[src/design/hhbs_pkg.sv]
package hhbs_pkg;

   localparam int HASH_W = 31;
   localparam int CNT_W = 31;
   localparam int VOTE_W = 32;

   localparam int MOD_STEP = 4;
   localparam int FRONT_STAGES = (HASH_W + MOD_STEP - 1) / MOD_STEP;

   localparam int QUEUE_DEPTH = 2;
   localparam int QUEUE_PTR_W = $clog2(QUEUE_DEPTH);
   localparam int QUEUE_CNT_W = $clog2(QUEUE_DEPTH + 1);

   localparam logic [31:0] FP_MUL1 = 32'h85ebca6b;
   localparam logic [31:0] FP_MUL2 = 32'hc2b2ae35;
   localparam logic [CNT_W-1:0] CNT_MAX = 31'h7FFFFFFF;

   localparam logic signed [33:0] VOTE_HI = 34'sd2147483647;
   localparam logic signed [33:0] VOTE_LO = -34'sd2147483648;

   localparam logic REQ_INSERT = 1'b0;
   localparam logic REQ_QUERY = 1'b1;

   typedef struct packed {
      logic [HASH_W-1:0] fingerprint;
      logic [CNT_W-1:0]  counter;
      logic              is_real;
   } slot_type;

   typedef struct packed {
      logic empty;
      logic full;
   } queue_status_type;

   typedef enum logic [2:0] {
      BK_CLEAR,
      BK_IDLE,
      BK_READ,
      BK_EVAL,
      BK_WRITE
   } bk_state_type;

   function automatic logic [CNT_W-1:0] cnt_inc(input logic [CNT_W-1:0] c);
      return (c == CNT_MAX) ? CNT_MAX : c + 31'd1;
   endfunction

   function automatic logic signed [VOTE_W-1:0] vote_sat_add(
      input logic signed [VOTE_W-1:0] v,
      input logic signed [VOTE_W:0]   d
   );
      logic signed [33:0] s;
      s = 34'(v) + 34'(d);
      if (s > VOTE_HI) begin
         return 32'sh7FFFFFFF;
      end else if (s < VOTE_LO) begin
         return 32'sh80000000;
      end
      return $signed(s[VOTE_W-1:0]);
   endfunction

endpackage

[src/design/hhbs_if.sv]
interface hhbs_req_if import hhbs_pkg::*; ();
   logic              valid;
   logic              ready;
   logic              req_type;
   logic [HASH_W-1:0] flow_hash;

   modport source (output valid, req_type, flow_hash, input ready);
   modport sink (input valid, req_type, flow_hash, output ready);
endinterface


[src/design/hhbs_front.sv]
module hhbs_front import hhbs_pkg::*; #(
   parameter int NUM_BUCKETS = 512
) (
   input  logic                clock,
   input  logic                reset,
   hhbs_req_if.sink            req,
   input  logic                hold,
   input  queue_status_type    q_stat,
   output logic                ent_push,
   output logic                ent_type,
   output logic [((NUM_BUCKETS > 1) ? $clog2(NUM_BUCKETS) : 1)-1:0] ent_bucket,
   output logic [HASH_W-1:0]   ent_fp
);

   localparam int BW = (NUM_BUCKETS > 1) ? $clog2(NUM_BUCKETS) : 1;
   localparam logic [BW:0] NBK = NUM_BUCKETS[BW:0];
   localparam int LAST = FRONT_STAGES - 1;

   logic              valid_ff [FRONT_STAGES];
   logic              type_ff  [FRONT_STAGES];
   logic [HASH_W-1:0] hash_ff  [FRONT_STAGES];
   logic [BW-1:0]     rem_ff   [FRONT_STAGES];
   logic [31:0]       fpw_ff   [FRONT_STAGES];

   logic              valid_in [FRONT_STAGES];
   logic              type_in  [FRONT_STAGES];
   logic [HASH_W-1:0] hash_in  [FRONT_STAGES];
   logic [BW-1:0]     rem_in   [FRONT_STAGES];
   logic [31:0]       fpw_in   [FRONT_STAGES];

   logic              src_valid [FRONT_STAGES];
   logic              src_type  [FRONT_STAGES];
   logic [HASH_W-1:0] src_hash  [FRONT_STAGES];
   logic [BW-1:0]     src_rem   [FRONT_STAGES];
   logic [31:0]       src_fpw   [FRONT_STAGES];

   logic advance;

   assign advance = !valid_ff[LAST] || !q_stat.full;
   assign req.ready = advance && !hold;

   always_comb begin
      src_valid[0] = req.valid && req.ready;
      src_type[0] = req.req_type;
      src_hash[0] = req.flow_hash;
      src_rem[0] = '0;
      src_fpw[0] = {1'b0, req.flow_hash};
      for (int s = 1; s < FRONT_STAGES; s++) begin
         src_valid[s] = valid_ff[s-1];
         src_type[s] = type_ff[s-1];
         src_hash[s] = hash_ff[s-1];
         src_rem[s] = rem_ff[s-1];
         src_fpw[s] = fpw_ff[s-1];
      end
   end

   // Each stage folds up to MOD_STEP hash bits into the remainder, MSB first.
   always_comb begin
      int          b;
      logic [BW:0] t;
      logic [31:0] w;
      for (int s = 0; s < FRONT_STAGES; s++) begin
         valid_in[s] = src_valid[s];
         type_in[s] = src_type[s];
         hash_in[s] = src_hash[s];
         t = {1'b0, src_rem[s]};
         for (int j = 0; j < MOD_STEP; j++) begin
            b = HASH_W - 1 - s * MOD_STEP - j;
            if (b >= 0) begin
               t = {t[BW-1:0], src_hash[s][b]};
               if (t >= NBK) begin
                  t = t - NBK;
               end
            end
         end
         rem_in[s] = t[BW-1:0];
         w = src_fpw[s];
         if (s == 0) begin
            w = w ^ (w >> 16);
            w = 32'(w * FP_MUL1);
         end else if (s == 1) begin
            w = w ^ (w >> 13);
            w = 32'(w * FP_MUL2);
         end else if (s == 2) begin
            w = w ^ (w >> 16);
            w = {1'b0, w[HASH_W-1:0]};
         end
         fpw_in[s] = w;
      end
   end

   always_ff @(posedge clock) begin
      if (reset) begin
         for (int s = 0; s < FRONT_STAGES; s++) begin
            valid_ff[s] <= 1'b0;
         end
      end else if (advance) begin
         for (int s = 0; s < FRONT_STAGES; s++) begin
            valid_ff[s] <= valid_in[s];
         end
      end
   end

   always_ff @(posedge clock) begin
      if (advance) begin
         for (int s = 0; s < FRONT_STAGES; s++) begin
            type_ff[s] <= type_in[s];
            hash_ff[s] <= hash_in[s];
            rem_ff[s] <= rem_in[s];
            fpw_ff[s] <= fpw_in[s];
         end
      end
   end

   assign ent_push = valid_ff[LAST] && !q_stat.full;
   assign ent_type = type_ff[LAST];
   assign ent_bucket = rem_ff[LAST];
   assign ent_fp = fpw_ff[LAST][HASH_W-1:0];

endmodule

[src/flat_wrapper.sv]
// flat-port wrapper written by rule: the top's interface ports become plain ports
module hhbs_front_flat import hhbs_pkg::*;
#(
   parameter int NUM_BUCKETS = 512
)
  (clock, reset, hold, q_stat, ent_push, ent_type, ent_bucket, ent_fp, req_valid, req_req_type, req_flow_hash, req_ready);
  hhbs_req_if req_i ();
  input  logic clock;
  input  logic reset;
  input  logic hold;
  input  queue_status_type q_stat;
  output logic ent_push;
  output logic ent_type;
  output logic [((NUM_BUCKETS > 1) ? $clog2(NUM_BUCKETS) : 1)-1:0] ent_bucket;
  output logic [HASH_W-1:0] ent_fp;
  input wire logic [$bits(req_i.valid)-1:0] req_valid;
  input wire logic [$bits(req_i.req_type)-1:0] req_req_type;
  input wire logic [$bits(req_i.flow_hash)-1:0] req_flow_hash;
  output wire logic [$bits(req_i.ready)-1:0] req_ready;
  assign req_i.valid = req_valid;
  assign req_i.req_type = req_req_type;
  assign req_i.flow_hash = req_flow_hash;
  assign req_ready = req_i.ready;
  hhbs_front #(.NUM_BUCKETS(NUM_BUCKETS)) u_core (.clock(clock), .reset(reset), .req(req_i), .hold(hold), .q_stat(q_stat), .ent_push(ent_push), .ent_type(ent_type), .ent_bucket(ent_bucket), .ent_fp(ent_fp));
endmodule
[config.mk]
export PLATFORM = sky130hd
export DESIGN_NAME = hhbs_front_flat
export DESIGN_NICKNAME = d
export VERILOG_FILES = /design/src/design/hhbs_pkg.sv /design/src/design/hhbs_if.sv /design/src/design/hhbs_front.sv /design/src/flat_wrapper.sv
export SDC_FILE = /design/constraint.sdc
export NUM_CORES = 2
export LEC_CHECK = 0
export BUFFER_PORTS_ARGS = -buffer_cell sky130_fd_sc_hd__buf_2
export CAP_MARGIN = 20
export CORE_UTILIZATION = 45
export CTS_BUF_LIST = sky130_fd_sc_hd__clkbuf_16
export CTS_CLUSTER_SIZE = 25
export DETAILED_ROUTE_END_ITERATION = 12
export SLEW_MARGIN = 20
export SYNTH_ARGS = -nofsm -noshare
export SYNTH_HDL_FRONTEND = slang
export SYNTH_SLANG_ARGS = --single-unit
export TNS_END_PERCENT = 5
[constraint.sdc]
create_clock -name clock -period 21.9 [get_ports clock]
set_input_delay 2.19 -clock clock [delete_from_list [all_inputs] [get_ports clock]]
set_output_delay 2.19 -clock clock [all_outputs]
set_load 0.01 [all_outputs]
# --- After elaboration in Yosys (flattened, before gate mapping) ---
# Memory sizes are Yosys's and may differ from the RTL's.
# Index checks and enable logic that the tools add are counted.
classes:
  addsub: 31
  multipliers: 2
  n_lt_le_gt_ge: 31
  n_mux: 45
  bitwise_logic: 11
  n_reduce_logical: 7
op_table:
  columns: ["cell", "count"]
  rows:
  - ["$ge 10x10->1 const B", 30]
  - ["$mux 9", 31]
  - ["$sub 9x1->9 const B", 30]
  - ["$mul 32x31->32 const B", 1]
  - ["$mul 32x32->32 const B", 1]
  - ["$xor 32x19->32", 1]
  - ["$xor 31x15->31", 1]
  - ["$xor 31x16->31", 1]
  - ["$mux 1", 14]
  - ["$ge 1x10->1 const B", 1]
  - ["$or 1x1->1", 8]
  - ["$logic_and 1x1->1", 3]
  - ["$logic_not 1->1", 3]
  - ["$sub 1x1->2 const B", 1]
  - ["$logic_or 1x1->1", 1]
word_totals:
  regBits: 0
  ramBits: 592
  output_inout_bits: 43
  elab_cells: 132
  memories: 5
mem_list:
  columns: ["name", "words", "width", "read_ports", "rd_clocked_by_memory_dff", "wr", "line", "source"]
  rows:
  - ["u_core.fpw_ff", 8, 32, 8, 0, 8, "hhbs_front.sv:23", "logic [31:0] fpw_ff [FRONT_STAGES];"]
  - ["u_core.hash_ff", 8, 31, 7, 0, 8, "hhbs_front.sv:21", "logic [HASH_W-1:0] hash_ff [FRONT_STAGES];"]
  - ["u_core.rem_ff", 8, 9, 8, 0, 8, "hhbs_front.sv:22", "logic [BW-1:0] rem_ff [FRONT_STAGES];"]
  - ["u_core.type_ff", 8, 1, 8, 0, 8, "hhbs_front.sv:20", "logic type_ff [FRONT_STAGES];"]
  - ["u_core.valid_ff", 8, 1, 8, 0, 8, "hhbs_front.sv:19", "logic valid_ff [FRONT_STAGES];"]

# --- Depth between registers and ports, before layout ---
# An unclocked memory read counts as a cell.
depth:
  word_depth: 9
  depth_mapped: 28
  depth_no_buf: 28

# --- Least setup slack after synthesis ---
# Ideal clock, no wire load.
synth_timing:
  kind: "input port to flip-flop"
  startpoint: "in q_stat[0] in the netlist's numbering"
  endpoint: "mem u_core.valid_ff[0][0], enable pin"
  arrival_time_ns: 10.251
  required_ns: 21.552
  slack_ns: 11.301
  cell_stages: 2
  path_cell_list: "nand2_1 -> or2_2"
synth_lines:
  columns: ["element", "line", "source"]
  rows:
  - ["from (decl)", "flat_wrapper.sv:11", "input queue_status_type q_stat;"]
  - ["to (decl)", "hhbs_front.sv:19", null]

==> key figures <==
CTS
  • Cts repair resizes: 0
  • Hold_buf cts: 0
  • Post-CTS setup buffers: 0
  • Worst-skew pair later-pin latency: 0.55 ns
  • CTS Sinks: 338
  • CTS tree: built
  • Num CTS Buffers: 36
  • Root Buffer: clkbuf_16
  • Clock tree buffer depth: 3
  • H-tree depth: 2
  • Reg clk slew, reported paths: 0.06 ns

Synth
  • Netlist Area Pre-Place: 28250 sq um
  • Number of unique standard cell types used by synthesis: 57
  • Syn avg cell area: 12.74 sq um
  • Syn. warnings: 0
  • Synth async-reset ratio: 0%
  • Syn Inst Count: 2218
  • Synth Flop Type: edfxtp_1
  • Sequential element share of the synthesized area: 35.92%
  • Number of synthesized flops with an enable pin: 338
  • Syn nets: 3011
  • FF+latch count, synth: 338

Place
  • RD Place Congestion: 0.9536
  • DP HPWL: 50.60 mm
  • I/O Buffers: 79
  • # placed instances: 3098

Timing
  • Period utilisation layout: 42.59%
  • RSZ-0062 raised after global routing: no
  • Worst Max-Slew Pin Slew: 1.103 ns
  • Final min period: 9.327 ns
  • Pins Over Slew Limit: 0
  • Finish-stage setup viols: 0
  • Hold Fails Final Rpt: 0
  • TNS Setup: 0 ns
  • Worst Skew: 0.03354 ns
  • WHS: 0.3988 ns
  • Max_slew headroom: 26.47%
  • Fmax: 107.2 MHz

Routing
  • Pre-antenna DRT Iters: 5
  • WL final: 58.84 mm
  • DRC: 0
  • Via density per instance: 4.769
  • Number of antenna-violating nets in the routed design: 0
  • Drt wl/cell: 18.60 um
  • DR vias: 15090
  • Initial DRC count: 662

Global routing
  • Global-route wire length before repair: 92.49 mm
  • GRT Residual Overflow: 0
  • Antenna violations before repair: 1
  • Vias in the first global route: 16432
  • GR Util All Layers: 19.53%
  • Largest net degree at the start of global routing: 207

Layout
  • Ratio of cells with drive above 1 in the final layout: 7.091%
  • Fillcell total: 5500
  • Final non-filler cell total: 3164
  • Synthesis-to-finish area growth: 8.326%
  • Antenna Cells: 0
  • Nets: 3092

Floorplan
  • Die area: 63790 sq um
  • Ports: 81
  • Std cell rows: 91
  • Die Span X: 252.6 um
  • Core area: 61830 sq um
  • Die height: 252.6 um
  • Initial Util: 45.70%

Setup path
  • Worst Path Arrival: 9.65 ns
  • Crit Path Category: input port to register
  • Critical Path Sink Type: register
  • Crit start category: input port
  • CP required: 22.22 ns
  • CP max FO: 7

Hold path
  • Hold crit path type: register to register

Status
  • Outcome: complete, no violations

Job
  • Max-Cap Viols: 0
==> through the flow <==
stage,cell area (sq um),utilization [%],setup slack (ns)
2_1_floorplan,28250,-,11.30
3_3_place_gp,29450,47.63,12.11
3_5_place_dp,29450,47.63,12.08
4_1_cts,30610,49.50,12.62
5_1_grt,30610,49.50,12.32
6_report,30610,49.50,12.57
==> layout make-up <==
cell class	count	area (sq um)	area share, %
clock buffers	36	900.9	2.943
clock inverters	30	257.7	0.8422
inverters	636	2387	7.800
multi-input cells	1201	15400	50.33
flip-flops and latches	338	10150	33.16
well taps	837	1047	3.422
repair buffers	86	460.4	1.504
==> sequential cells by signal (all words and copies together) (netlist names) <==
register / flops
u_core.fpw_ff: 250
u_core.hash_ff: 72
u_core.type_ff: 8
u_core.valid_ff: 8
==> layer usage <==
| metal | GRT usage [%] | routed length (um) |
|---|---|---|
| met1 | 28.09 | 27720 |
| met2 | 29.33 | 25760 |
| met3 | 4.398 | 3657 |
| met4 | 6.078 | 1698 |
| met5 | 0 | 0 |
==> critical path: stages <==
cell and delay (ns):
buf_2 0.21, xor2_1 0.79, ha_1 0.41, inv_1 0.09, fa_1 0.48, inv_1 0.07, fa_1 0.63, inv_1 0.09
fa_1 0.48, inv_1 0.05, fa_1 0.49, fa_1 0.52, fa_1 0.50, inv_1 0.05, fa_1 0.48, inv_1 0.04
ha_1 0.38, nand2_1 0.10, nor3_1 0.41, o211ai_1 0.26, a41oi_2 0.30, o41ai_2 0.11, o21ai_1 0.17, xor2_1 0.32
==> cells by family after synthesis <==
family          after synthesis  synth area share, %
fa+ha+maj                   755                43.08
buf+inv                     679                9.588
flops                       338                35.92
xor+xnor                    186                5.766
compound gates              141                3.587
simple gates                118                2.019
mux                           1              0.03543
==> synth_stat cells, types with 3 or more instances <==
master,n,share of area (%)
and2_1,9,0.20
a31oi_1,4,0.089
nand2_1,31,0.41
nand2b_1,8,0.18
a41o_1,3,0.11
o211ai_1,4,0.11
nor3_1,11,0.19
o21a_1,6,0.16
buf_4,40,1.1
edfxtp_1,338,36
nand4_1,3,0.066
xnor2_1,114,3.5
nor2b_1,4,0.089
ha_1,392,17
or2_2,4,0.089
a21oi_1,50,0.89
nor2_1,32,0.43
and3_1,3,0.066
nand3_1,7,0.12
o21bai_1,7,0.19
a21o_1,17,0.45
inv_1,636,8.4
o21ai_1,6,0.11
xor2_1,72,2.2
fa_1,363,26
o21ai_0,15,0.27
==> cells in the final DEF, fill, tap and decap left out, types with 3 or more instances in the layout <==
master     instances
buf_2             79
clkinv_1           4
o21bai_1           7
o21ai_0           15
a21oi_1           50
or2_2              4
nand2b_1           8
o21a_1             6
nand2_1           30
nand4_1            3
ha_1             392
nor3_1            11
o211ai_1           4
a41o_1             3
nor2_1            32
and2_1             9
bufinv_16          3
nand3_1            7
nor2b_1            4
and3_1             3
a31oi_1            4
edfxtp_1         338
a21o_1            17
o21ai_1            6
inv_1            642
fa_1             363
buf_4              6
clkbuf_16         36
clkinv_2          10
xnor2_1          114
xor2_1            72
==> final timing paths <==
path                                      startpoint              endpoint  slack [ns]  cells after the start
worst max-delay path               req_flow_hash[20]  u_core.fpw_ff[0][31]       12.57                     24
worst min-delay path            u_core.fpw_ff[1][41]  u_core.fpw_ff[1][73]        0.40                      0
worst max register to register  u_core.fpw_ff[0][20]  u_core.fpw_ff[0][62]       14.25                     22
worst min register to register  u_core.fpw_ff[1][41]  u_core.fpw_ff[1][73]        0.40                      0
Power is not shown: default switching activity piles up to over one toggle a cycle in this logic, so the estimate is an artifact.
