`config.mk`:
```
export PLATFORM = sky130hd
export DESIGN_NAME = hhbs_queue
export DESIGN_NICKNAME = d
export VERILOG_FILES = /design/src/design/hhbs_pkg.sv /design/src/design/hhbs_queue.sv
export SDC_FILE = /design/constraint.sdc
export NUM_CORES = 1
export LEC_CHECK = 0
export BUFFER_PORTS_ARGS = -buffer_cell sky130_fd_sc_hd__buf_4
export CORE_UTILIZATION = 30
export CTS_CLUSTER_SIZE = 16
export DETAILED_ROUTE_END_ITERATION = 8
export PLACE_DENSITY = 0.52
export SLEW_MARGIN = 20
export SYNTH_ARGS = -nofsm -noshare
export SYNTH_HDL_FRONTEND = slang
export SYNTH_SLANG_ARGS = --single-unit
```
`constraint.sdc`:
```
create_clock -name clock -period 2.5 [get_ports clock]
set_input_delay 0.25 -clock clock [delete_from_list [all_inputs] [get_ports clock]]
set_output_delay 0.25 -clock clock [all_outputs]
set_load 0.01 [all_outputs]
```
`src/design/hhbs_pkg.sv`:
```
package hhbs_pkg;

   localparam int HASH_W = 31;
   localparam int CNT_W = 31;
   localparam int VOTE_W = 32;

   localparam int MOD_STEP = 4;
   localparam int FRONT_STAGES = (HASH_W + MOD_STEP - 1) / MOD_STEP;

   localparam int QUEUE_DEPTH = 2;
   localparam int QUEUE_PTR_W = $clog2(QUEUE_DEPTH);
   localparam int QUEUE_CNT_W = $clog2(QUEUE_DEPTH + 1);

   localparam logic [31:0] FP_MUL1 = 32'h85ebca6b;
   localparam logic [31:0] FP_MUL2 = 32'hc2b2ae35;
   localparam logic [CNT_W-1:0] CNT_MAX = 31'h7FFFFFFF;

   localparam logic signed [33:0] VOTE_HI = 34'sd2147483647;
   localparam logic signed [33:0] VOTE_LO = -34'sd2147483648;

   localparam logic REQ_INSERT = 1'b0;
   localparam logic REQ_QUERY = 1'b1;

   typedef struct packed {
      logic [HASH_W-1:0] fingerprint;
      logic [CNT_W-1:0]  counter;
      logic              is_real;
   } slot_type;

   typedef struct packed {
      logic empty;
      logic full;
   } queue_status_type;

   typedef enum logic [2:0] {
      BK_CLEAR,
      BK_IDLE,
      BK_READ,
      BK_EVAL,
      BK_WRITE
   } bk_state_type;

   function automatic logic [CNT_W-1:0] cnt_inc(input logic [CNT_W-1:0] c);
      return (c == CNT_MAX) ? CNT_MAX : c + 31'd1;
   endfunction

   function automatic logic signed [VOTE_W-1:0] vote_sat_add(
      input logic signed [VOTE_W-1:0] v,
      input logic signed [VOTE_W:0]   d
   );
      logic signed [33:0] s;
      s = 34'(v) + 34'(d);
      if (s > VOTE_HI) begin
         return 32'sh7FFFFFFF;
      end else if (s < VOTE_LO) begin
         return 32'sh80000000;
      end
      return $signed(s[VOTE_W-1:0]);
   endfunction

endpackage

```
`src/design/hhbs_queue.sv`:
```
module hhbs_queue import hhbs_pkg::*; #(
   parameter int WIDTH = 41
) (
   input  logic             clock,
   input  logic             reset,
   input  logic             push,
   input  logic [WIDTH-1:0] push_data,
   input  logic             pop,
   output logic [WIDTH-1:0] pop_data,
   output queue_status_type stat
);

   logic [WIDTH-1:0]       entry_ff [QUEUE_DEPTH];
   logic [QUEUE_PTR_W-1:0] wr_ptr_ff;
   logic [QUEUE_PTR_W-1:0] wr_ptr_in;
   logic [QUEUE_PTR_W-1:0] rd_ptr_ff;
   logic [QUEUE_PTR_W-1:0] rd_ptr_in;
   logic [QUEUE_CNT_W-1:0] count_ff;
   logic [QUEUE_CNT_W-1:0] count_in;

   assign stat.empty = (count_ff == '0);
   assign stat.full = (count_ff == QUEUE_CNT_W'(QUEUE_DEPTH));
   assign pop_data = entry_ff[rd_ptr_ff];

   always_comb begin
      wr_ptr_in = push ? wr_ptr_ff + 1'b1 : wr_ptr_ff;
      rd_ptr_in = pop ? rd_ptr_ff + 1'b1 : rd_ptr_ff;
      count_in = count_ff;
      if (push && !pop) begin
         count_in = count_ff + 1'b1;
      end else if (pop && !push) begin
         count_in = count_ff - 1'b1;
      end
   end

   always_ff @(posedge clock) begin
      if (reset) begin
         wr_ptr_ff <= '0;
         rd_ptr_ff <= '0;
         count_ff <= '0;
      end else begin
         wr_ptr_ff <= wr_ptr_in;
         rd_ptr_ff <= rd_ptr_in;
         count_ff <= count_in;
      end
   end

   always_ff @(posedge clock) begin
      if (push) begin
         entry_ff[wr_ptr_ff] <= push_data;
      end
   end

endmodule

```
## Word-level counts from Yosys, hierarchy flattened

Memories as Yosys holds them, arrays and structs flattened. A register that Yosys moved wholly into a read port is not among the register bits.
Index checks and enable logic that the tools add are counted.

- Memories: 1
- RAM bits: 82
- Output and inout bits: 43
- Register bits: 4

Memories:

| name | words | width | rd ports | clocked after Yosys merged registers in | wr ports | RTL line | text |
|---|---|---|---|---|---|---|---|
| entry_ff | 2 | 41 | 1 | 1 | 1 | hhbs_queue.sv:13 | `logic [WIDTH-1:0] entry_ff [QUEUE_DEPTH];` |

- Equal/unequal tests: 1
- Multiplexer cells: 6
- Reductions and logical operators: 6
- Add/subtract/negate cells: 4

Operator list:

| kind | number |
|---|---|
| 1-bit 2-to-1 mux | 4 |
| 2-bit 2-to-1 mux | 2 |
| 1-bit adder (second input constant) | 2 |
| 2-bit by 1-bit adder with 2-bit output (second input constant) | 1 |
| 2-bit == test (second input constant) | 1 |
| 1-bit logical AND | 2 |
| 1-bit zero test | 2 |
| 2-bit zero test | 1 |
| 2-bit nonzero test | 1 |
| 2-bit by 1-bit subtractor with 2-bit output (second input constant) | 1 |

## Depth between registers and ports, before layout

Gate-level depths: netlist of the first run.

- Word-level depth: 4
- Gate-level depth with buffers: 5
- Depth with buffers taken out: 5

## Least setup slack after synthesis of the first run

OpenSTA, ideal clock, no wires.

- Path kind: register to register
- From: register wr_ptr_ff
- To: memory entry_ff[0][0], enable pin
- Clock period less this slack: 2607 ps
- Stages on the path, launching flop included: 2
- Path buffers: 0
- Arrival time: 2163 ps
- Slack: -107 ps
- Path through: dfxtp_1 nor2b_1

RTL lines:

| what | RTL line | text |
|---|---|---|
| start, declared | hhbs_queue.sv:14 | `logic [QUEUE_PTR_W-1:0] wr_ptr_ff;` |
| start signal, assigned | hhbs_queue.sv:42 | `wr_ptr_ff <= wr_ptr_in;` |
| end, declared | hhbs_queue.sv:13 |  |

Straight into the memory's write port.

==> metrics.txt, run 1 <==
Num CTS Buffers 9; clock slew at the register clock pins of the worst setup and hold paths 0.08 ns; Comb pwr share 0.139; die span in y approximately 100 µm; Final Slew Violations 0; dpl cells ~370; Core ar. ~0.01 mm²; Warnings, synthesis 0; Post-synth top flop edfxtp_1; Pleak between 1.5 and 2 nW; RSZ-0062 raised after global routing false; crit-path cells buf_12, mux2_1, buf_4; Synth top cells by count 82 x edfxtp_1, 38 x mux2_2, 5 x buf_2, 5 x dfxtp_1, 5 x nor2_1; Post-DP HPWL about 3600 µm; Worst Setup Path Type register to output port; Setup Viol. Count Final 0; clk_skew approximately 0.007 ns; PostCTS Resize Cnt 0; share of post-route cells with drive strength above 1 0.5737; Mapped Nets just under 200; synth unique cells 16; ant diodes 0; total number of vias around 1600; asr flop ratio synth 0; DIE WIDTH between 100 and 150 µm; Final Non-Filler Cells 387; Hold Crit Class input port to register; most instantiated library cell after synthesis edfxtp_1; post-CTS setup buffer count 0; total power per unit cell area between 700 and 800 mW/mm²; share of the synthesized area in the top cell type 0.7800; CP peak stage delay around 0.51 ns; WP data arrival 1.64 ns; fill cell count roughly 980; FF-to-FF Start wr_ptr_ff; NetSw 0.0006548 W; WL final roughly 5600 µm; ANT nets after route 0; Starting Density 0.3072; relative slew slack 0.6786; post-route cell area 0.004207 mm²; nets just under 300; clk_lat worst skew roughly 0.34 ns; DP Area around 0.0040 mm²; largest net degree at the start of global routing 32; Congestion Overflow GR 0; routability cong. 0.6521; final worst-path cycle share 0.7565; switching share of power 0.2151; Tmin final around 1.9 ns; EDFF count, synth slightly above 80; Seq pwr share 0.566; hold slack ~0.09 ns; worst hold path startpoint push_data[15]; Slowest-stage cell, CP dfxtp_2; iteration-0 DRC count of the detailed router between 60 and 70; outcome completed; crit path max fanout 31; vias per cell about 4.2; Critical Path End Type output port; Max rail drop VDD 0.0003108 V; Worst Tran Pin Value 0.4811 ns; DR pass1 iterations 4; initial antenna violation count 0; setup TNS 0 ns; max frequency 528.8 MHz; Layout area overhead 33.25%; clock buffer depth 2; main area contributors after synthesis edfxtp_1 78%, mux2_2 14%, dfxtp_1 3.2%, mux2_1 1.1%, buf_2 0.79%; final core utilization 0.4093; Tot GR Track Use 0.1058; first-pass GRT wire length 8452 µm; number of global-route vias before repair 1685; syn avg cell area approximately 21 µm²; final hold violation count 0; drt wl/cell roughly 15 µm; clock root buffer clkbuf_8; CTS tree yes; Synth area leader edfxtp_1; row count 37; post-synthesis sequential area ratio 0.8117; I/O Pins 88; clock power share 0.295; Crit path required time 2.25 ns; # hold bufs at CTS 0; Port Buffers just under 90; Die ar. 0.01094 mm²; max-cap violation count 0; depth of the CTS H-tree 3; Power Internal ~0.0024 W; synthesized area 0.003157 mm²; clk sinks a little under 90; synthesized flop and latch total a little under 90; Syn Inst Count 150; Startpoint Class register; drt drc 0
power by group through the flow:
stage / sequential, W / clock [W] / combinational (W)
finish: 0.00172 / 0.000896 / 0.000423
global route: 0.00173 / 0.000988 / 0.000454
CTS: 0.00172 / 0.000937 / 0.000434
detailed placement: 0.00176 / 0 / 0.000432
global placement: 0.00176 / 0 / 0.000430
floorplan: 0.00175 / 0 / 0.000205
critical path: cells and delay by family, from the launching register on:
kind	cells	cell delay (ns)
multiplexers	1	0.37
buffers and inverters	2	0.41
flip-flops	1	0.51
stage by stage:
stage	setup slack [ns]	total power [W]
finish	0.6089	0.003044
global route	0.5032	0.003176
CTS	0.5849	0.003095
detailed placement	0.9559	0.002189
floorplan	0.6763	0.001951
global placement	0.9647	0.002186
final timing paths:
kind / to / slack [ns] / depth (start not counted)
max: pop_data[32] / 0.61 / 3
min: entry_ff[1][15] / 0.09 / 1
max reg2reg: entry_ff[1][24] / 1.08 / 2
min reg2reg: count_ff[1] / 0.51 / 2
area by class of cell:
class	instances	area, µm²	share of cell area
Clock buffer	12	135.1	0.03212
Clock inverter	4	46.29	0.01101
Inverter	1	3.754	0.0008923
Multi-Input combinational cell	57	574.3	0.1365
Sequential cell	87	2564	0.6095
Tap cell	136	170.2	0.04045
Timing Repair Buffer	90	713.2	0.1695
cell usage in the layout, fill, tap and decap left out:
cell,n
a21oi_1,1
and2_2,1
and2b_2,1
buf_12,3
buf_4,87
bufinv_16,1
clkbuf_1,3
clkbuf_8,9
clkinv_1,1
clkinv_2,1
clkinvlp_4,1
dfxtp_1,4
dfxtp_2,1
edfxtp_1,82
ha_1,1
inv_1,1
mux2_1,3
mux2_2,38
nor2_1,5
nor2b_4,1
o21ai_0,1
or3_1,1
xnor2_1,2
xor2_1,2
layer usage:
metal / global-route usage / vias to the layer above / wire length, µm
met5: 0 / - / 0
li1: - / 769 / -
met4: 0.04527 / 0 / 97
met2: 0.1684 / 55 / 2690
met3: 0.04242 / 8 / 355
met1: 0.1269 / 796 / 2480
logic make-up (layout without fill, tap and decap cells):
kind of cell | count (synthesis) | after routing | synth area share
buffers and inverters | 6 | 107 | 0.009114
AO/OA/AOI/OAI | 2 | 2 | 0.003168
adder cells (fa/ha/maj) | 1 | 1 | 0.003963
flip-flops | 87 | 87 | 0.8117
XOR/XNOR | 4 | 4 | 0.01110
multiplexers | 41 | 41 | 0.1463
AND/OR/NAND/NOR | 9 | 9 | 0.01467
state kept, by name, summed over array words and instances (netlist names), named ones only:
name,cells
entry_ff,82
wr_ptr_ff,1
rd_ptr_ff,1
count_ff,2
(Power assumes the default switching activity.)
==> run 2, diff against run 1 <==
--- a/config.mk
+++ b/config.mk
@@ -5,11 +5,12 @@
 export SDC_FILE = /design/constraint.sdc
 export NUM_CORES = 1
 export LEC_CHECK = 0
+export ABC_AREA = 1
 export BUFFER_PORTS_ARGS = -buffer_cell sky130_fd_sc_hd__buf_4
 export CORE_UTILIZATION = 30
 export CTS_CLUSTER_SIZE = 16
 export DETAILED_ROUTE_END_ITERATION = 8
-export PLACE_DENSITY = 0.52
+export PLACE_DENSITY = 0.49
 export SLEW_MARGIN = 20
 export SYNTH_ARGS = -nofsm -noshare
 export SYNTH_HDL_FRONTEND = slang
==> constraint.sdc (replaced) <==
create_clock -name clock -period 1.99 [get_ports clock]
set_input_delay 0.199 -clock clock [delete_from_list [all_inputs] [get_ports clock]]
set_output_delay 0.199 -clock clock [all_outputs]
set_load 0.01 [all_outputs]
==> metrics.txt, run 2 <==
post-CTS setup buffer count 0 (unchanged); first-pass GRT wire length 8473 µm (was 8452 µm); Tmin final 1.691 ns; Final Slew Violations 0 (unchanged); nets 304 (was 292); Core ar. 0.01094 mm² (was 0.01028 mm²); mux cell area share after synthesis 0.1804 (was 0.1463); share of the synthesized area in the top cell type 0.7259 (was 0.7800); Worst Setup Path Type register to output port (unchanged); WP data arrival 1.49 ns (was 1.64 ns); total power per unit cell area 1012 mW/mm² (was 723.6 mW/mm²); met3 usage 0.03195 (was 0.04242); Largest Register entry_ff (unchanged); DIE WIDTH 108.3 µm (was 104.6 µm); synthesized flop and latch total 87 (unchanged); largest family of logic cells by synthesized area multiplexers (unchanged); Final Non-Filler Cells 403 (was 387); drt drc 0 (unchanged); main area contributors after synthesis edfxtp_1 73%, mux2_4 18%, dfxtp_1 3.0%, buf_12 2.4%, inv_1 1.0% (was edfxtp_1 78%, mux2_2 14%, dfxtp_1 3.2%, mux2_1 1.1%, buf_2 0.79%); row count 38 (was 37); Tot GR Track Use 0.1010 (was 0.1058); Mapped Nets 207 (was 196); final hold violation count 0 (unchanged); Syn Inst Count 161 (was 150); largest registers entry_ff (82), count_ff (2) (unchanged); initial antenna violation count 0 (unchanged); clk_skew 0.004519 ns (was 0.006992 ns); most frequent cells in the layout 89 x buf_4, 82 x edfxtp_1, 40 x mux2_4 (was 87 x buf_4, 82 x edfxtp_1, 38 x mux2_2); post-synthesis sequential area ratio 0.7554 (was 0.8117); commonest non-fill, non-tap cell in the layout buf_4 (unchanged); area taken by multi-input logic gates 711.9 µm² (was 574.3 µm²); most instantiated library cell after synthesis edfxtp_1 (unchanged); Die ar. 0.01174 mm² (was 0.01094 mm²); Global Route met2 Usage 0.1688 (was 0.1684); compound-cell area share of the yosys netlist 0.002951 (was 0.003171); routability cong. 0.6667 (was 0.6521); R2R Path End entry_ff[1][16] (was entry_ff[1][24]); Post-Synth Adder-Cell Area 0.003689 (was 0.003964); R2R depth 3 (was 2); WP buf/inv 2 (unchanged); GR Layer Usage met1 0.1149 (was 0.1269); dpl cells 387 (was 371); die span in y 108.3 µm (was 104.6 µm); simple-gate share of the synthesized area 0.01807 (was 0.01467); Post-synth top flop edfxtp_1 (unchanged); DR pass1 iterations 3 (was 4); WL final 5646 µm (was 5622 µm); EDFF count, synth 82 (unchanged); final worst-path cycle share 0.8497; Worst Tran Pin Value 0.3523 ns (was 0.4811 ns); I/O Pins 88 (unchanged); total number of vias 1666 (was 1628); iteration-0 DRC count of the detailed router 34 (was 62); setup TNS 0 ns (unchanged); Port Buffers 87 (unchanged); Setup Viol. Count Final 0 (unchanged); vias per cell 4.134 (was 4.207); GRT busiest layer met2 (unchanged); Max rail drop VDD 0.0003462 V (was 0.0003108 V); xor and xnor area share after synthesis 0.002582 (was 0.01110); number of global-route vias before repair 1672 (was 1685); max frequency around 590 MHz; clock slew at the register clock pins of the worst setup and hold paths 0.06 ns (was 0.08 ns); ANT nets after route 0 (unchanged); crit-path cells buf_12, mux2_2, buf_4 (was buf_12, mux2_1, buf_4); ant diodes 0 (unchanged); Pleak 1.808 nW (was 1.556 nW); fill cell count 1023 (was 975); synth unique cells 16 (unchanged); crit path max fanout 41 (was 31); Synth area leader edfxtp_1 (unchanged); clock buffer depth 2 (unchanged); outcome completed (unchanged); depth of the CTS H-tree 3 (unchanged); Post-DP HPWL 3599 µm (was 3626 µm); largest net degree at the start of global routing 42 (was 32); Num CTS Buffers 9 (unchanged); Register-to-Register Setup Slack 0.80 ns (was 1.08 ns); Congestion Overflow GR 0 (unchanged); Layout area overhead 33.60% (was 33.25%); FF-to-FF Start wr_ptr_ff (unchanged); synthesized area 0.003392 mm² (was 0.003157 mm²); CTS tree yes (unchanged); Synth top cells by count 82 x edfxtp_1, 40 x mux2_4, 9 x inv_1, 7 x nor2_1 (was 82 x edfxtp_1, 38 x mux2_2, 5 x buf_2, 5 x dfxtp_1, 5 x nor2_1); max-cap violation count 0 (unchanged); clk sinks 87 (unchanged); Slowest-stage cell, CP mux2_2 (was dfxtp_2); RSZ-0062 raised after global routing false (unchanged); asr flop ratio synth 0 (unchanged); Warnings, synthesis 0 (unchanged); syn avg cell area 21.07 µm² (was 21.05 µm²); PostCTS Resize Cnt 0 (unchanged); Hold Crit Class input port to register (unchanged); Crit path required time 1.79 ns (was 2.25 ns); clock root buffer clkbuf_16 (was clkbuf_8); final core utilization 0.4144 (was 0.4093); hold-critical path depth 2 (was 1); clk_lat worst skew 0.33 ns (was 0.34 ns); max FFs per register 82 (unchanged); relative slew slack 0.7651 (was 0.6786); share of post-route cells with drive strength above 1 0.5665 (was 0.5737); Register Area 0.002564 mm² (unchanged); CP top delay family buffers and inverters (was flip-flops); Starting Density 0.3102 (was 0.3072); Critical Path End Type output port (unchanged); Startpoint Class register (unchanged); # hold bufs at CTS 0 (unchanged); drt wl/cell 14.01 µm (was 14.53 µm); worst hold path startpoint reset (was push_data[15]); CP peak stage delay 0.37 ns (was 0.51 ns)
run 2: kinds of logic (layout without fill, tap and decap cells):
logic type | Yosys count | in the layout
DFF | 87 | 87
adders and majority gates | 1 | 1
and+or+nand+nor | 15 | 15
muxes | 41 | 41
AOI/OAI and AO/OA | 2 | 2
buffers and inverters | 14 | 116
xor gates and xnor gates | 1 | 1
run 2: per-layer routing:
layer / part of all wire / routed length (µm)
met5: 0 / 0
met4: 0.018 / 103
met3: 0.054 / 306
met2: 0.51 / 2904
met1: 0.41 / 2331
run 2: stage by stage:
step	power [W]	worst slack (ns)	cell area [µm²]	hold WS [ns]
detailed placement	0.002764	0.6269	4193	0.3867
floorplan	0.002515	0.1752	3395	0.2714
global route	0.004771	0.2402	4532	0.03157
global placement	0.002757	0.6259	4193	0.3849
finish	0.004586	0.2990	4532	0.04961
CTS	0.004662	0.2655	4532	0.03578
run 2: cell type report:
cell class | instances | area share
sequential | 87 | 0.5657
timing repair buffer | 91 | 0.1563
clock inverter | 5 | 0.02347
multi-input combinational | 60 | 0.1571
inverter | 9 | 0.007454
tap | 140 | 0.03865
clock buffer | 11 | 0.05135
run 2: power by group:
group	switching, W	internal (W)
Clock	0.000648	0.00123
Combinational	0.000240	0.000328
Sequential	0.0000263	0.00211
Total	0.000915	0.00367
run 2: worst reg2reg max path: stages (launching register included):
cell	delay, ns
dfxtp_1	0.38
nand2_1	0.08
inv_2	0.06
buf_4	0.32
run 2: worst max-delay path by stage:
stage / start / end / slack [ns] / cells past startpoint
2_1_floorplan: wr_ptr_ff / entry_ff[0][0] / 0.18 / 1
3_3_place_gp: register / pop_data[20] / 0.63 / 3
3_5_place_dp: register / pop_data[20] / 0.63 / 3
4_1_cts: register / pop_data[20] / 0.27 / 3
5_1_grt: register / pop_data[20] / 0.24 / 3
6_report: register / pop_data[20] / 0.30 / 3
==> run 3, diff against run 2 <==
--- a/config.mk
+++ b/config.mk
@@ -10,7 +10,7 @@
 export CORE_UTILIZATION = 30
 export CTS_CLUSTER_SIZE = 16
 export DETAILED_ROUTE_END_ITERATION = 8
-export PLACE_DENSITY = 0.49
+export PLACE_DENSITY = 0.51
 export SLEW_MARGIN = 20
 export SYNTH_ARGS = -nofsm -noshare
 export SYNTH_HDL_FRONTEND = slang
==> constraint.sdc (replaced) <==
create_clock -name clock -period 1.4 [get_ports clock]
set_input_delay 0.14 -clock clock [delete_from_list [all_inputs] [get_ports clock]]
set_output_delay 0.14 -clock clock [all_outputs]
set_load 0.01 [all_outputs]
==> metrics.txt, run 3 (synthesized netlist as in run 2, its figures left out) <==
outcome finished with violations (was completed); failing checks setup timing; Final Slew Violations 0 (unchanged); vias per cell 4.127 (was 4.134); iteration-0 DRC count of the detailed router 57 (was 34); clock slew at the register clock pins of the worst setup and hold paths 0.06 ns (about the same); Congestion Overflow GR 0 (unchanged); Die ar. 0.01174 mm² (unchanged); clk sinks 87 (unchanged); total number of vias 1849 (was 1666); Num CTS Buffers 9 (unchanged); Layout area overhead 53.26% (was 33.60%); depth of the CTS H-tree 3 (unchanged); initial antenna violation count 0 (unchanged); Worst Setup Path Type register to output port (unchanged); crit-path cells buf_12, mux2_4, buf_6 (was buf_12, mux2_2, buf_4); pre-CTS setup slack 0.1363 ns (was 0.6269 ns); RSZ-0062 raised after global routing true (was false); Setup Viol. Count Final 41 (was 0); Pleak 2.073 nW (was 1.808 nW); max-cap violation count 0 (unchanged); Post-DP HPWL 3571 µm (was 3599 µm); Max rail drop VDD 0.0004960 V (was 0.0003462 V); Slowest-stage cell, CP dfxtp_4 (was mux2_2); GRT busiest layer met2 (unchanged); row count 38 (unchanged); share of post-route cells with drive strength above 1 0.5000 (was 0.5665); WL final 5902 µm (was 5646 µm); ant diodes 0 (unchanged); die span in y 108.3 µm (unchanged); total power per unit cell area 1303 mW/mm² (was 1012 mW/mm²); max frequency 654.6 MHz; Starting Density 0.3102 (unchanged); drt wl/cell 13.17 µm (was 14.01 µm); I/O Pins 88 (unchanged); largest registers entry_ff (82), count_ff (2) (unchanged); Critical Path End Type output port (unchanged); Tot GR Track Use 0.1062 (was 0.1010); final worst slack -0.1277 ns (was 0.2990 ns); final core utilization 0.4754 (was 0.4144); WP buf/inv 2 (unchanged); Core ar. 0.01094 mm² (unchanged); clk_lat worst skew 0.33 ns (about the same); CP top delay family flip-flops (was buffers and inverters); CP peak stage delay 0.43 ns (was 0.37 ns); nets 349 (was 304); Global Route met2 Usage 0.1706 (was 0.1688); Hold Crit Class input port to register (unchanged); clk_skew 0.005807 ns (was 0.004519 ns); WP data arrival 1.39 ns (was 1.49 ns); ANT nets after route 0 (unchanged); hold slack 0.02763 ns (was 0.04961 ns); post-route cell area 0.005199 mm² (was 0.004532 mm²); final hold violation count 0 (unchanged); routability cong. 0.6119 (was 0.6667); number of global-route vias before repair 1856 (was 1672); Startpoint Class register (unchanged); DP Area 0.004259 mm² (was 0.004193 mm²); most frequent cells in the layout 82 x edfxtp_1, 48 x buf_4, 41 x mux2_4, 41 x dlygate4sd3_1, 41 x buf_6 (was 89 x buf_4, 82 x edfxtp_1, 40 x mux2_4); clock buffer depth 2 (unchanged); DR pass1 iterations 4 (was 3); CTS tree yes (unchanged); Port Buffers 87 (unchanged); clock root buffer clkbuf_16 (unchanged); largest net degree at the start of global routing 37 (was 42); met3 usage 0.03376 (was 0.03195); final worst-path cycle share 1.091; commonest non-fill, non-tap cell in the layout edfxtp_1 (was buf_4); drt drc 0 (unchanged); Tmin final between 1.5 and 2 ns; Worst Tran Pin Value 0.2301 ns (was 0.3523 ns); DIE WIDTH 108.3 µm (unchanged); GR Layer Usage met1 0.1266 (was 0.1149); first-pass GRT wire length 8942 µm (was 8473 µm); crit path max fanout 11 (was 41); relative slew slack 0.8466 (was 0.7651); max FFs per register 82 (unchanged); Largest Register entry_ff (unchanged); Crit path required time 1.26 ns (was 1.79 ns)
run 3: changes by cell type in the layout (fill, tap and decap cells not counted), moves of 3 or more:
cell,delta
buf_4,-41
buf_6,+41
dlygate4sd3_1,+41
buf_12,+3
run 3: worst paths after layout:
kind | startpoint | end | slack, ns | depth (start not counted)
worst min-delay path | push_data[20] | entry_ff[0][20] | 0.03 | 1
worst max register to register | wr_ptr_ff | entry_ff[1][38] | 0.29 | 3
worst max-delay path | register | pop_data[18] | -0.13 | 3
worst min register to register | rd_ptr_ff | rd_ptr_ff | 0.52 | 2
run 3: what timing repair did:
item | 4_1_cts | 5_1_grt
hold endpoints to repair | 83 | 0
setup buffers | 0 | 0
setup endpoints to repair | 41 | 41
hold buffers | 41 | 0
resized for setup | 43 | 1
gates cloned | 1 | 0
run 3: routing by layer:
layer,wire (µm),vias up
met5,0,-
met4,109,0
met3,320,9
met2,2857,53
met1,2614,894
li1,-,893
run 3: cell type report:
class                   instances  area [µm²]
clock buffers                  12       246.5
clock inverters                 4       95.09
fillers                       937        5737
inverters                       9       37.54
multi-input cells              60       718.2
flip-flops and latches         87        2566
well taps                     140       175.2
repair buffers                136        1360
run 3: report_power, final:
group / total (W) / leakage, nW / switching (W) / internal (W)
clock network: 0.00268 / 0.167 / 0.000888 / 0.00179
logic: 0.00104 / 1.09 / 0.000385 / 0.000657
registers: 0.00305 / 0.812 / 0.0000487 / 0.00301
total: 0.00677 / 2.07 / 0.00132 / 0.00545
run 3: through the flow:
stage | setup TNS (ns) | power, W | instances
2_1_floorplan | 0 | 0.003578 | 161
3_3_place_gp | 0 | 0.003954 | 390
3_5_place_dp | 0 | 0.003961 | 390
4_1_cts | -6.033 | 0.006886 | 448
5_1_grt | -6.726 | 0.007046 | 448
6_report | -4.598 | 0.006774 | 448
